**src/sv/epdste_pkg.sv**
```systemverilog
// ----------------------------------------------------------------------------
// epdste_pkg
// Shared constants, codes and types of the e-paper shadow transition encoder.
// ----------------------------------------------------------------------------
`default_nettype none

package epdste_pkg;

  localparam int PANEL_WIDTH   = 400;
  localparam int PANEL_HEIGHT  = 300;
  localparam int SHADOW_STRIDE = PANEL_WIDTH / 8;
  localparam int SHADOW_DEPTH  = SHADOW_STRIDE * PANEL_HEIGHT;
  localparam int ADDR_W        = $clog2(SHADOW_DEPTH);

  // item function codes
  localparam logic [1:0] FUNC_FULL    = 2'd0;
  localparam logic [1:0] FUNC_PARTIAL = 2'd1;
  localparam logic [1:0] FUNC_INVAL   = 2'd2;

  // result status codes
  localparam logic [1:0] ST_OK        = 2'd0;
  localparam logic [1:0] ST_NOT_VALID = 2'd1;
  localparam logic [1:0] ST_OUTSIDE   = 2'd2;

  // register indexes (paddr[3:2])
  localparam logic [1:0] REG_WIN_X      = 2'd0;
  localparam logic [1:0] REG_WIN_Y      = 2'd1;
  localparam logic [1:0] REG_WIN_WIDTH  = 2'd2;
  localparam logic [1:0] REG_WIN_HEIGHT = 2'd3;

  // horizontal extent of the partial rectangle, [win_x, x_end)
  typedef struct packed {
    logic [8:0] win_x;
    logic [9:0] x_end;
  } win_bounds_t;

  // per-group control from the pipeline to the lane group
  typedef struct packed {
    logic full;   // full-frame byte: code is (0, new), shadow takes new bits
    logic emit;   // codes are produced; otherwise both code bytes are zero
  } grp_ctrl_t;

endpackage

`default_nettype wire

```
**src/sv/epdste_lane.sv**
```systemverilog
// ----------------------------------------------------------------------------
// epdste_lane
// One pixel: window test, merged bit and 2-bit transition code.
// ----------------------------------------------------------------------------
`default_nettype none

module epdste_lane
  import epdste_pkg::*;
(
  input  wire logic [8:0]  x,
  input  wire win_bounds_t win,
  input  wire logic        full,
  input  wire logic        old_bit,
  input  wire logic        pix_bit,
  output logic       [1:0] code,
  output logic             new_bit
);

  logic in_win;

  assign in_win  = full || (x >= win.win_x && {1'b0, x} < win.x_end);
  assign new_bit = in_win ? pix_bit : old_bit;
  assign code    = {old_bit, new_bit};

endmodule

`default_nettype wire

```
**src/sv/epdste_group.sv**
```systemverilog
// ----------------------------------------------------------------------------
// epdste_group
// Eight pixel lanes side by side plus the merge that packs their codes and
// rebuilds the shadow byte.
// ----------------------------------------------------------------------------
`default_nettype none

module epdste_group
  import epdste_pkg::*;
(
  input  wire logic [5:0]  byte_col,
  input  wire logic [7:0]  pixels,
  input  wire logic [7:0]  old_byte,
  input  wire win_bounds_t win,
  input  wire grp_ctrl_t   ctrl,
  output logic      [7:0]  code_first,
  output logic      [7:0]  code_second,
  output logic      [7:0]  new_byte
);

  logic [1:0] code [8];
  logic [7:0] new_bits;

  for (genvar i = 0; i < 8; i++) begin : g_lane
    epdste_lane u_lane (
      .x       ({byte_col, 3'(i)}),
      .win     (win),
      .full    (ctrl.full),
      .old_bit (old_byte[7-i]),
      .pix_bit (pixels[7-i]),
      .code    (code[i]),
      .new_bit (new_bits[7-i])
    );
  end

  assign new_byte = new_bits;

  always_comb begin
    if (ctrl.emit) begin
      code_first  = {code[0], code[1], code[2], code[3]};
      code_second = {code[4], code[5], code[6], code[7]};
    end else begin
      code_first  = '0;
      code_second = '0;
    end
  end

endmodule

`default_nettype wire

```
**config.mk**
```make
export PLATFORM = sky130hd
export DESIGN_NAME = epdste_group
export DESIGN_NICKNAME = d
export VERILOG_FILES = /design/src/sv/epdste_pkg.sv /design/src/sv/epdste_lane.sv /design/src/sv/epdste_group.sv
export SDC_FILE = /design/constraint.sdc
export NUM_CORES = 1
export LEC_CHECK = 0
export BUFFER_PORTS_ARGS = -buffer_cell sky130_fd_sc_hd__buf_2
export CORE_ASPECT_RATIO = 1.2
export CORE_UTILIZATION = 41
export DETAILED_ROUTE_END_ITERATION = 16
export GPL_ROUTABILITY_DRIVEN = 0
export PLACE_DENSITY_LB_ADDON = 0.2
export SYNTH_ARGS = -nofsm -noshare
export SYNTH_HDL_FRONTEND = slang
export SYNTH_SLANG_ARGS = --single-unit
```
**constraint.sdc**
```tcl
create_clock -name vclk -period 1.71
set_input_delay 0.0855 -clock vclk [all_inputs]
set_output_delay 0.0855 -clock vclk [all_outputs]
set_load 0.02 [all_outputs]
```
==> results of run 1 <==
[logic make-up after synthesis]
group                    count (synthesis)
AO/OA/AOI/OAI                           31
AND/OR/NAND/NOR                         48
adder cells (fa/ha/maj)                 14
multiplexers                            16
buffers and inverters                   34
[cell usage in the layout, fill, tap and decap left out, types with 4 or more instances in the layout]
cell	netlist	layout
buf_6	0	14
nand2_1	24	23
ha_4	0	12
inv_1	23	14
buf_8	0	4
inv_2	0	4
buf_2	1	42
buf_4	8	23
mux2i_1	8	6
mux2_4	1	5
[worst paths after layout]
check / slack, ns / end / cells past startpoint
setup / recovery: -0.22 / new_byte[7] / 8
hold / removal: 0.50 / new_byte[7] / 3
[final cells by class]
type               count  area (um2)
multi-input cells    109        1210
well taps             31        38.8
repair buffers        83         601
inverters             23         111
fillers              129         368
[power by group through the flow]
stage,Combinational [W],Sequential (W),Clock [W]
2_1_floorplan,0.000387,0,0
3_3_place_gp,0.000527,0,0
3_5_place_dp,0.000548,0,0
4_1_cts,0.000642,0,0
5_1_grt,0.000747,0,0
6_report,0.000706,0,0
[cells in the mapped netlist (all sizes together), types with 2 or more instances]
library cell and instances:
nor3 3, a221oi 4, a211oi 2, mux2i 8
mux2 8, a21o 2, nor2 7, inv 23
nand2 24, o21bai 2, a21oi 6, buf 9
ha 14, o21a 3, clkbuf 2, nand3 3
nand4 2, o21ai 5
[per-layer routing]
layer  track usage (%)  vias to the layer above  wire length [um]
met1              20.5                      614              1270
met2              45.8                       74              2110
met4              9.92                        0               153
met3              3.48                       17               277
li1                  -                      641                 -
met5                 0                        -                 0
[metrics by stage]
step	TNS [ns]	worst slack, ns	cell area (um2)	hold slack, ns	std cells
global placement	-2.65	-0.250	1610	0.494	242
detailed placement	-3.31	-0.298	1610	0.502	242
CTS	-2.35	-0.198	1830	0.498	245
global route	-3.26	-0.267	1960	0.508	246
floorplan	-0.0809	-0.0502	1220	0.316	143
finish	-2.22	-0.219	1960	0.498	246
[critical path: stages]
cell	delay, ns
buf_8	0.11
ha_4	0.26
a21o_4	0.23
a21oi_4	0.21
o31ai_2	0.10
a221o_1	0.41
mux2_4	0.32
buf_6	0.13
[timing repair]
action	in CTS	in global routing
setup endpoints to repair	16	16
buffers inserted	3	1
resized for setup	48	28
pin swaps	20	24
==> metrics.md, run 1 <==
| Metric | Value |
|---|---|
| Die W | between 40 and 50 um |
| Finished Core Util | between 80% and 90% |
| Slew Viols, Final | 0 |
| P_sw | 0.000345 W |
| Sw frac | about 49% |
| Internal | between 0.0003 and 0.0004 W |
| Largest net degree at the start of global routing | 17 |
| Final setup viols | 16 |
| Total track usage | 23.0% |
| Flop pwr share | 0% |
| Critical hold path startpoint | pixels[7] |
| Power Total | 0.000706 W |
| Layout cell share with drive strength beyond 1 | 68.4% |
| Core Footprint | 2330 um2 |
| Seq cells | 0 |
| Critical path fanouts, max | 4 |
| # hold bufs at CTS | 0 |
| Hold crit path type | input pin to output pin |
| Failing checks | setup timing |
| # IOs | 67 |
| Avg WL per Cell | approximately 16 um |
| Headroom to the max-slew limit | 79.3% |
| Initial detailed-routing violation count | 21 |
| Post-synth cell types | 44 |
| Clk pwr share | 0% |
| Vias | 1346 |
| Leakage Power | roughly 0.96 nW |
| Antenna Cells | 0 |
| RSZ-0062 raised after global routing | true |
| Vias in the first global route | approximately 1300 |
| PortBufs | 67 |
| Max Fclk | about 0.52 GHz |
| Post-synthesis compound-gate area fraction | 24.2% |
| CP Class | input pin to output pin |
| Initial DRT Pass Iterations | 4 |
| Antenna-violating nets left | 0 |
| Cell area after synthesis | 1040 um2 |
| Critical Path AT | about 1.8 ns |
| PD cells | 360 nW/um2 |
| FF/Latch Area | 0 um2 |
| Final Hold Violating Endpoints | 0 |
| CLK BUF | 0 |
| Tmin final | 1.93 ns |
| Die area | about 2700 um2 |
| Post-synthesis xor/xnor area fraction | 0% |
| Synth Area in Simple Gates | ~27% |
| Worst EP required | between 1.5 and 2 ns |
| Combinational share of power | 100.0% |
| Die height | 57.1 um |
| Status | finished, violations left |
| P&R area growth vs syn | 89.1% |
| PnR worst setup slack | -0.219 ns |
| Ranking of synthesized cells by area | ha_1, nand2_1, inv_1 |
| Mux share of post-synthesis cell area | about 17% |
| HPWL Detailed | approximately 2600 um |
| Synth Net Count | 200 |
| Total global routing overflow | 0 |
| Critical Path Source Type | input pin |
| Main combinational cell family by area after synthesis | simple AND/OR/NAND/NOR gates |
| First-pass GRT wire length | 4780 um |
| Peak VDD IR | ~290 uV |
| Initial core utilization | 44.5% |
| Syn Area/Cell | 7.25 um2 |
| Ys Warns | 0 |
| Yosys top cell area share | 16.9% |
| Post-Synthesis Cells | 143 |
| Vias per cell | 5.47 |
| Initial antenna violation count | 0 |
| Post-synth top area cell | ha_1 |
| Max Cap Violations | 0 |
| Register area share after synthesis | 0% |
| Post-Route WL | around 3800 um |
| Nets | 274 |
| CP Launch Point | byte_col[1] |
| Remaining DRCs | 0 |
| Tcrit/Tclk final | 113% |
| Adder-cell area share of the yosys netlist | 16.9% |
| Worst-Margin Slew | between 0.3 and 0.4 ns |
| Worst setup EP type | output pin |
| FP Rows | 19 |
Note: power is estimated with default switching activity, not from simulation.
==> inputs of run 2 (changes only) <==
--- a/config.mk
+++ b/config.mk
@@ -5,10 +5,10 @@
 export SDC_FILE = /design/constraint.sdc
 export NUM_CORES = 1
 export LEC_CHECK = 0
-export BUFFER_PORTS_ARGS = -buffer_cell sky130_fd_sc_hd__buf_2
 export CORE_ASPECT_RATIO = 1.2
-export CORE_UTILIZATION = 41
+export CORE_UTILIZATION = 62
 export DETAILED_ROUTE_END_ITERATION = 16
+export DONT_BUFFER_PORTS = 1
 export GPL_ROUTABILITY_DRIVEN = 0
 export PLACE_DENSITY_LB_ADDON = 0.2
 export SYNTH_ARGS = -nofsm -noshare
==> run 2 against run 1 <==
Effect of this change: the flow now stops in 5_1_grt; area after synthesis stayed put; synthesized cell count did not move.
==> metrics.md, run 2 <==
| Metric | Value |
|---|---|
| Post-Synthesis Cells | between 100 and 150 |
| Die height | roughly 47 um |
| Die W | 39.3 um |
| Yosys top cell area share | 16.9% |
| FP Rows | 15 |
| Total track usage | 75.3% |
| Total global routing overflow | 57 |
| Post-synth cell types | 44 |
| Syn Area/Cell | 7.25 um2 |
| Register area share after synthesis | 0% |
| Failed at | 5_1_grt |
| Worst-path endpoint after global-route repair_timing | code_first[2] |
| Initial core utilization | 69.1% |
| Status | aborted with a tool error |
| # hold bufs at CTS | 0 |
| Ranking of synthesized cells by area | ha_1, nand2_1, inv_1 |
| Post-synth top area cell | ha_1 |
| Cell area after synthesis | between 1000 and 1500 um2 |
| Count leader, synth | nand2_1 |
| PortBufs | 0 |
| Area post-placement | about 1300 um2 |
| Kind of the worst endpoint | primary output |
| Largest net degree at the start of global routing | 17 |
| # IOs | 67 |
| Tool Error | [ERROR GRT-0232] Routing congestion too high. Check the congestion heatmap in the GUI. |
| Ys Warns | 0 |
| HPWL Detailed | 2320 um |
| Synth Net Count | 200 |
| Synth cell count leaders | nand2_1, inv_1, ha_1 |
==> run 2: layer usage <==
metal  GRT overflow  global-route usage (%)
met4             29                     104
met5              0                       0
met3              0                    40.8
met1              0                    67.8
met2             28                     102
==> run 2: logic make-up after synthesis <==
group / count (synthesis) / synth area share (%)
AO/OA/AOI/OAI: 31 / 24.2
adder cells (fa/ha/maj): 14 / 16.9
buffers and inverters: 34 / 15.3
multiplexers: 16 / 16.8
AND/OR/NAND/NOR: 48 / 26.8
==> run 2: repair_timing <==
item                       4_1_cts
resized for setup               25
buffers inserted                 1
pin swaps                       18
setup endpoints to repair       11
==> run 2: metrics by stage <==
| stage | hold slack (ns) | setup slack, ns | utilization (%) | setup TNS [ns] | std cells |
|---|---|---|---|---|---|
| 4_1_cts | 0.331 | -0.0286 | 92.1 | -0.0676 | 163 |
| 3_5_place_dp | 0.330 | -0.135 | 84.2 | -0.726 | 162 |
| 2_1_floorplan | 0.316 | -0.0502 | - | -0.0809 | 143 |
| 3_3_place_gp | 0.323 | -0.0535 | 84.2 | -0.114 | 162 |
==> inputs of run 3 (changes only) <==
--- a/config.mk
+++ b/config.mk
@@ -5,12 +5,12 @@
 export SDC_FILE = /design/constraint.sdc
 export NUM_CORES = 1
 export LEC_CHECK = 0
-export CORE_ASPECT_RATIO = 1.2
-export CORE_UTILIZATION = 62
+export CORE_AREA = 2 2 63 65
 export DETAILED_ROUTE_END_ITERATION = 16
+export DIE_AREA = 0 0 65 67
 export DONT_BUFFER_PORTS = 1
 export GPL_ROUTABILITY_DRIVEN = 0
-export PLACE_DENSITY_LB_ADDON = 0.2
+export PLACE_DENSITY_LB_ADDON = 0.15
 export SYNTH_ARGS = -nofsm -noshare
 export SYNTH_HDL_FRONTEND = slang
 export SYNTH_SLANG_ARGS = --single-unit
==> constraint.sdc (replaced) <==
create_clock -name vclk -period 2.2
set_input_delay 0.11 -clock vclk [all_inputs]
set_output_delay 0.11 -clock vclk [all_outputs]
set_load 0.02 [all_outputs]
==> run 3 against run 2 <==
Effect of this change: the run now ends clean.
==> metrics.md, run 3 (synthesis results as in run 1) <==
| Metric | Value |
|---|---|
| Die height | 67 um |
| Internal | approximately 0.00012 W |
| Post-Route WL | 2460 um |
| Critical Path AT | 1.85 ns |
| Total track usage | roughly 12% |
| Max Fclk | 0.511 GHz |
| Worst-Margin Slew | about 0.47 ns |
| Tcrit/Tclk final | 89.0% |
| Worst setup EP type | output pin |
| Seq cells | 0 |
| Tmin final | 1.96 ns |
| First-pass GRT wire length | 4330 um |
| Fin area | 1080 um2 |
| Antenna Cells | 0 |
| Max Cap Violations | 0 |
| Leakage Power | 0.566 nW |
| Die W | 65 um |
| Initial detailed-routing violation count | 23 |
| FP Rows | 22 |
| PD cells | 257 nW/um2 |
| Remaining DRCs | 0 |
| # hold bufs at CTS | 0 |
| Antenna-violating nets left | 0 |
| Final setup TNS | 0 ns |
| Finished Core Util | 30.1% |
| Worst EP required | 2.09 ns |
| RSZ-0062 raised after global routing | false |
| Avg WL per Cell | ~13 um |
| Critical Path Source Type | input pin |
| CP Class | input pin to output pin |
| Total global routing overflow | 0 |
| Flop pwr share | 0% |
| P&R area growth vs syn | 4.58% |
| Layout cell share with drive strength beyond 1 | 20.0% |
| PortBufs | 0 |
| Final setup viols | 0 |
| Peak VDD IR | 88.4 uV |
| Pre-CTS setup slack | between 0.2 and 0.25 ns |
| Initial antenna violation count | 0 |
| Critical path fanouts, max | 6 |
| Clk pwr share | 0% |
| Initial core utilization | between 20% and 30% |
| Vias | 946 |
| Post-cts gate resize count | 0 |
| Combinational share of power | 100.0% |
| HPWL Detailed | 2250 um |
| Post-CTS Setup Bufs | 0 |
| P_sw | around 0.00016 W |
| Nets | 199 |
| Headroom to the max-slew limit | 68.6% |
| Sw frac | a little under three fifths |
| Hold slack | 0.374 ns |
| Slew Viols, Final | 0 |
| Status | finished clean |
| CLK BUF | 0 |
| Final Hold Violating Endpoints | 0 |
| Core Footprint | 3610 um2 |
| Area post-placement | approximately 1100 um2 |
| PnR worst setup slack | 0.242 ns |
| Initial DRT Pass Iterations | 4 |
| Vias per cell | ~5 |
| Largest net degree at the start of global routing | 17 |
| Most common cell after layout, fill and taps aside | nand2_1 |
| # IOs | 67 |
| Hold crit path type | input pin to output pin |
| Most used cells in the layout excluding fill and tap cells | nand2_1, inv_1, ha_1, mux2i_1, buf_4 |
| Vias in the first global route | 980 |
| FF/Latch Area | 0 um2 |
| Die area | 4360 um2 |
-- run 3: layer usage --
| layer | up-vias | wire length (um) | GRT usage, % | share of wire (%) |
|---|---|---|---|---|
| met5 | - | 0 | 0 | 0 |
| met4 | 0 | 0 | 0.798 | 0 |
| met3 | 0 | 212 | 2.20 | 8.6 |
| met2 | 44 | 1190 | 22.7 | 48 |
| met1 | 414 | 1060 | 15.1 | 43 |
| li1 | 488 | - | - | - |
-- run 3: path summary, 6_finish.rpt --
kind / startpoint / endpoint / slack (ns) / depth (start not counted)
hold / removal: old_byte[4] / code_first[1] / 0.37 / 2
setup / recovery: win[5] / new_byte[4] / 0.24 / 7
-- run 3: final cells by class --
class | count | area (um2)
fillers | 413 | 2520
inverters | 23 | 86.3
repair buffers | 8 | 60.1
multi-input cells | 109 | 878
well taps | 48 | 60.1
-- run 3: metrics by stage --
step / instances / power (W)
finish: 188 / 0.000278
global route: 188 / 0.000309
global placement: 188 / 0.000277
detailed placement: 188 / 0.000281
CTS: 188 / 0.000282
floorplan: 143 / 0.000257
-- run 3: worst max-delay path, cell delays in order --
cell       delay, ns
inv_1           0.02
ha_1            0.35
and4b_1         0.24
a211oi_1        0.29
o21a_1          0.23
a2bb2oi_2       0.19
mux2_2          0.41
-- run 3: power groups by stage --
stage	clock (W)	sequential [W]	combinational, W
6_report	0	0	0.000278
5_1_grt	0	0	0.000309
4_1_cts	0	0	0.000282
3_5_place_dp	0	0	0.000281
3_3_place_gp	0	0	0.000277
2_1_floorplan	0	0	0.000257
==> inputs of run 4 (changes only) <==
==> constraint.sdc (replaced) <==
create_clock -name vclk -period 1.6
set_input_delay 0.08 -clock vclk [all_inputs]
set_output_delay 0.08 -clock vclk [all_outputs]
set_load 0.02 [all_outputs]
==> run 4 against run 3 <==
Effect of this change: the run now ends with setup timing left; worst hold slack worse by 0.053 ns; first-iteration DRC count fell by 74%; power is 110% higher; routed wire length up 17%; die area is the same; flip-flop and latch count stayed put; critical path depth shrank 1; combinational power increased by 110%; non-clock buffer count is 8 higher; via count up 8.5%; setup slack got worse by 0.35 ns; critical endpoint is now new_byte[7]; largest power group unchanged.
==> metrics.md, run 4 (synthesis results as in run 1) <==
| Metric | Value |
|---|---|
| Status | finished, violations left |
| Failing checks | setup timing |
| P_sw | 0.000288 W |
| Largest net degree at the start of global routing | 17 |
| P&R area growth vs syn | 56.0% |
| # IOs | 67 |
| Most common cell after layout, fill and taps aside | nand2_1 |
| Tcrit/Tclk final | 107% |
| Worst-Margin Slew | roughly 0.32 ns |
| # hold bufs at CTS | 0 |
| Total track usage | 12.6% |
| Leakage Power | around 0.66 nW |
| Vias | 1026 |
| Nets | 207 |
| Post-route insts no fill | 196 |
| Core Footprint | 3610 um2 |
| Die area | ~4400 um2 |
| First-pass GRT wire length | about 4500 um |
| FP Rows | 22 |
| Total global routing overflow | 0 |
| Headroom to the max-slew limit | between 70% and 80% |
| Initial antenna violation count | 0 |
| Critical Path Source Type | input pin |
| Avg WL per Cell | 14.6 um |
| Max Cap Violations | 0 |
| Final setup viols | 15 |
| Die W | 65 um |
| RSZ-0062 raised after global routing | true |
| Fin area | between 1500 and 2000 um2 |
| Peak VDD IR | 120 uV |
| Internal | 0.000299 W |
| Worst Hold Path Cells | 1 |
| Die height | 67 um |
| Most used cells in the layout excluding fill and tap cells | nand2_1, buf_4, inv_1, ha_4, mux2_4 |
| Tmin final | 1.71 ns |
| Layout cell share with drive strength beyond 1 | 59.5% |
| Vias in the first global route | 1035 |
| Initial detailed-routing violation count | 6 |
| Area post-placement | around 1500 um2 |
| Flop pwr share | 0% |
| Hold EP | new_byte[3] |
| Final Hold Violating Endpoints | 0 |
| Remaining DRCs | 0 |
| Antenna Cells | 0 |
| Combinational share of power | 100.0% |
| Critical Path AT | 1.63 ns |
| Critical path fanouts, max | 4 |
| PnR worst setup slack | -0.111 ns |
| Hold crit path type | input pin to output pin |
| Slew Viols, Final | 0 |
| Worst EP required | 1.52 ns |
| CP Class | input pin to output pin |
| Critical hold path startpoint | pixels[3] |
| Vias per cell | roughly 5.2 |
| FF/Latch Area | 0 um2 |
| Sw frac | between 40% and 50% |
| PD cells | roughly 360 nW/um2 |
| Post-Route WL | 2870 um |
| Seq cells | 0 |
| Antenna-violating nets left | 0 |
| Final setup TNS | -0.845 ns |
| Initial core utilization | 28.8% |
| Initial DRT Pass Iterations | 4 |
| Inst Count DP | a little under 200 |
| PortBufs | 0 |
| HPWL Detailed | 2500 um |
| Max Fclk | 0.584 GHz |
| CLK BUF | 0 |
| Clk pwr share | 0% |
| Worst setup EP type | output pin |
==> run 4: cell count changes in the layout (fill, tap and decap cells not counted), sizes merged <==
cell,before,now
buf,8,16
==> run 4: worst max path at each step <==
stage / start / endpoint / slack (ns) / cells after the start
after detailed placement: win[6] / code_second[4] / -0.12 / 7
after global routing: byte_col[1] / code_first[6] / -0.15 / 7
after CTS: win[6] / code_second[4] / -0.12 / 7
after global placement: win[4] / code_first[6] / -0.13 / 8
final: byte_col[1] / new_byte[7] / -0.11 / 6
after floorplan: win[8] / new_byte[2] / -0.15 / 7
==> run 4: cell type report <==
class	count	area (um2)
well taps	48	60.1
inverters	23	171
repair buffers	16	120
multi-input cells	109	1270
fillers	358	1990
==> run 4: repair_timing <==
action                                  4_1_cts  5_1_grt
pin swaps                                    14        7
endpoints found under the setup margin       16       16
setup buffers                                 0        1
resized for setup                            20       10
==> run 4: metal layers <==
metal	up-vias	routed length, um	GRT usage [%]
li1	510	-	-
met1	475	1210	15.5
met2	39	1450	24.2
met3	2	186	1.35
met4	0	20	0.798
met5	-	0	0
==> run 4: power by group through the flow <==
stage | Clock (W) | Sequential [W] | Combinational (W)
CTS | 0 | 0 | 0.000559
finish | 0 | 0 | 0.000587
floorplan | 0 | 0 | 0.000479
detailed placement | 0 | 0 | 0.000533
global route | 0 | 0 | 0.000629
global placement | 0 | 0 | 0.000523
==> run 4: critical path: stages <==
cell and delay [ns]:
ha_4 0.24, a21o_4 0.22, a21oi_4 0.21, o31ai_4 0.10, a221o_1 0.41, mux2_4 0.36
==> run 4: stage by stage <==
step	worst slack (ns)	util [%]	power, W	hold slack [ns]
after global placement	-0.127	40.8	0.000523	0.315
after detailed placement	-0.122	40.8	0.000533	0.323
after CTS	-0.119	43.0	0.000559	0.323
after floorplan	-0.149	-	0.000479	0.313
final	-0.111	44.9	0.000587	0.322
after global routing	-0.155	44.9	0.000629	0.323
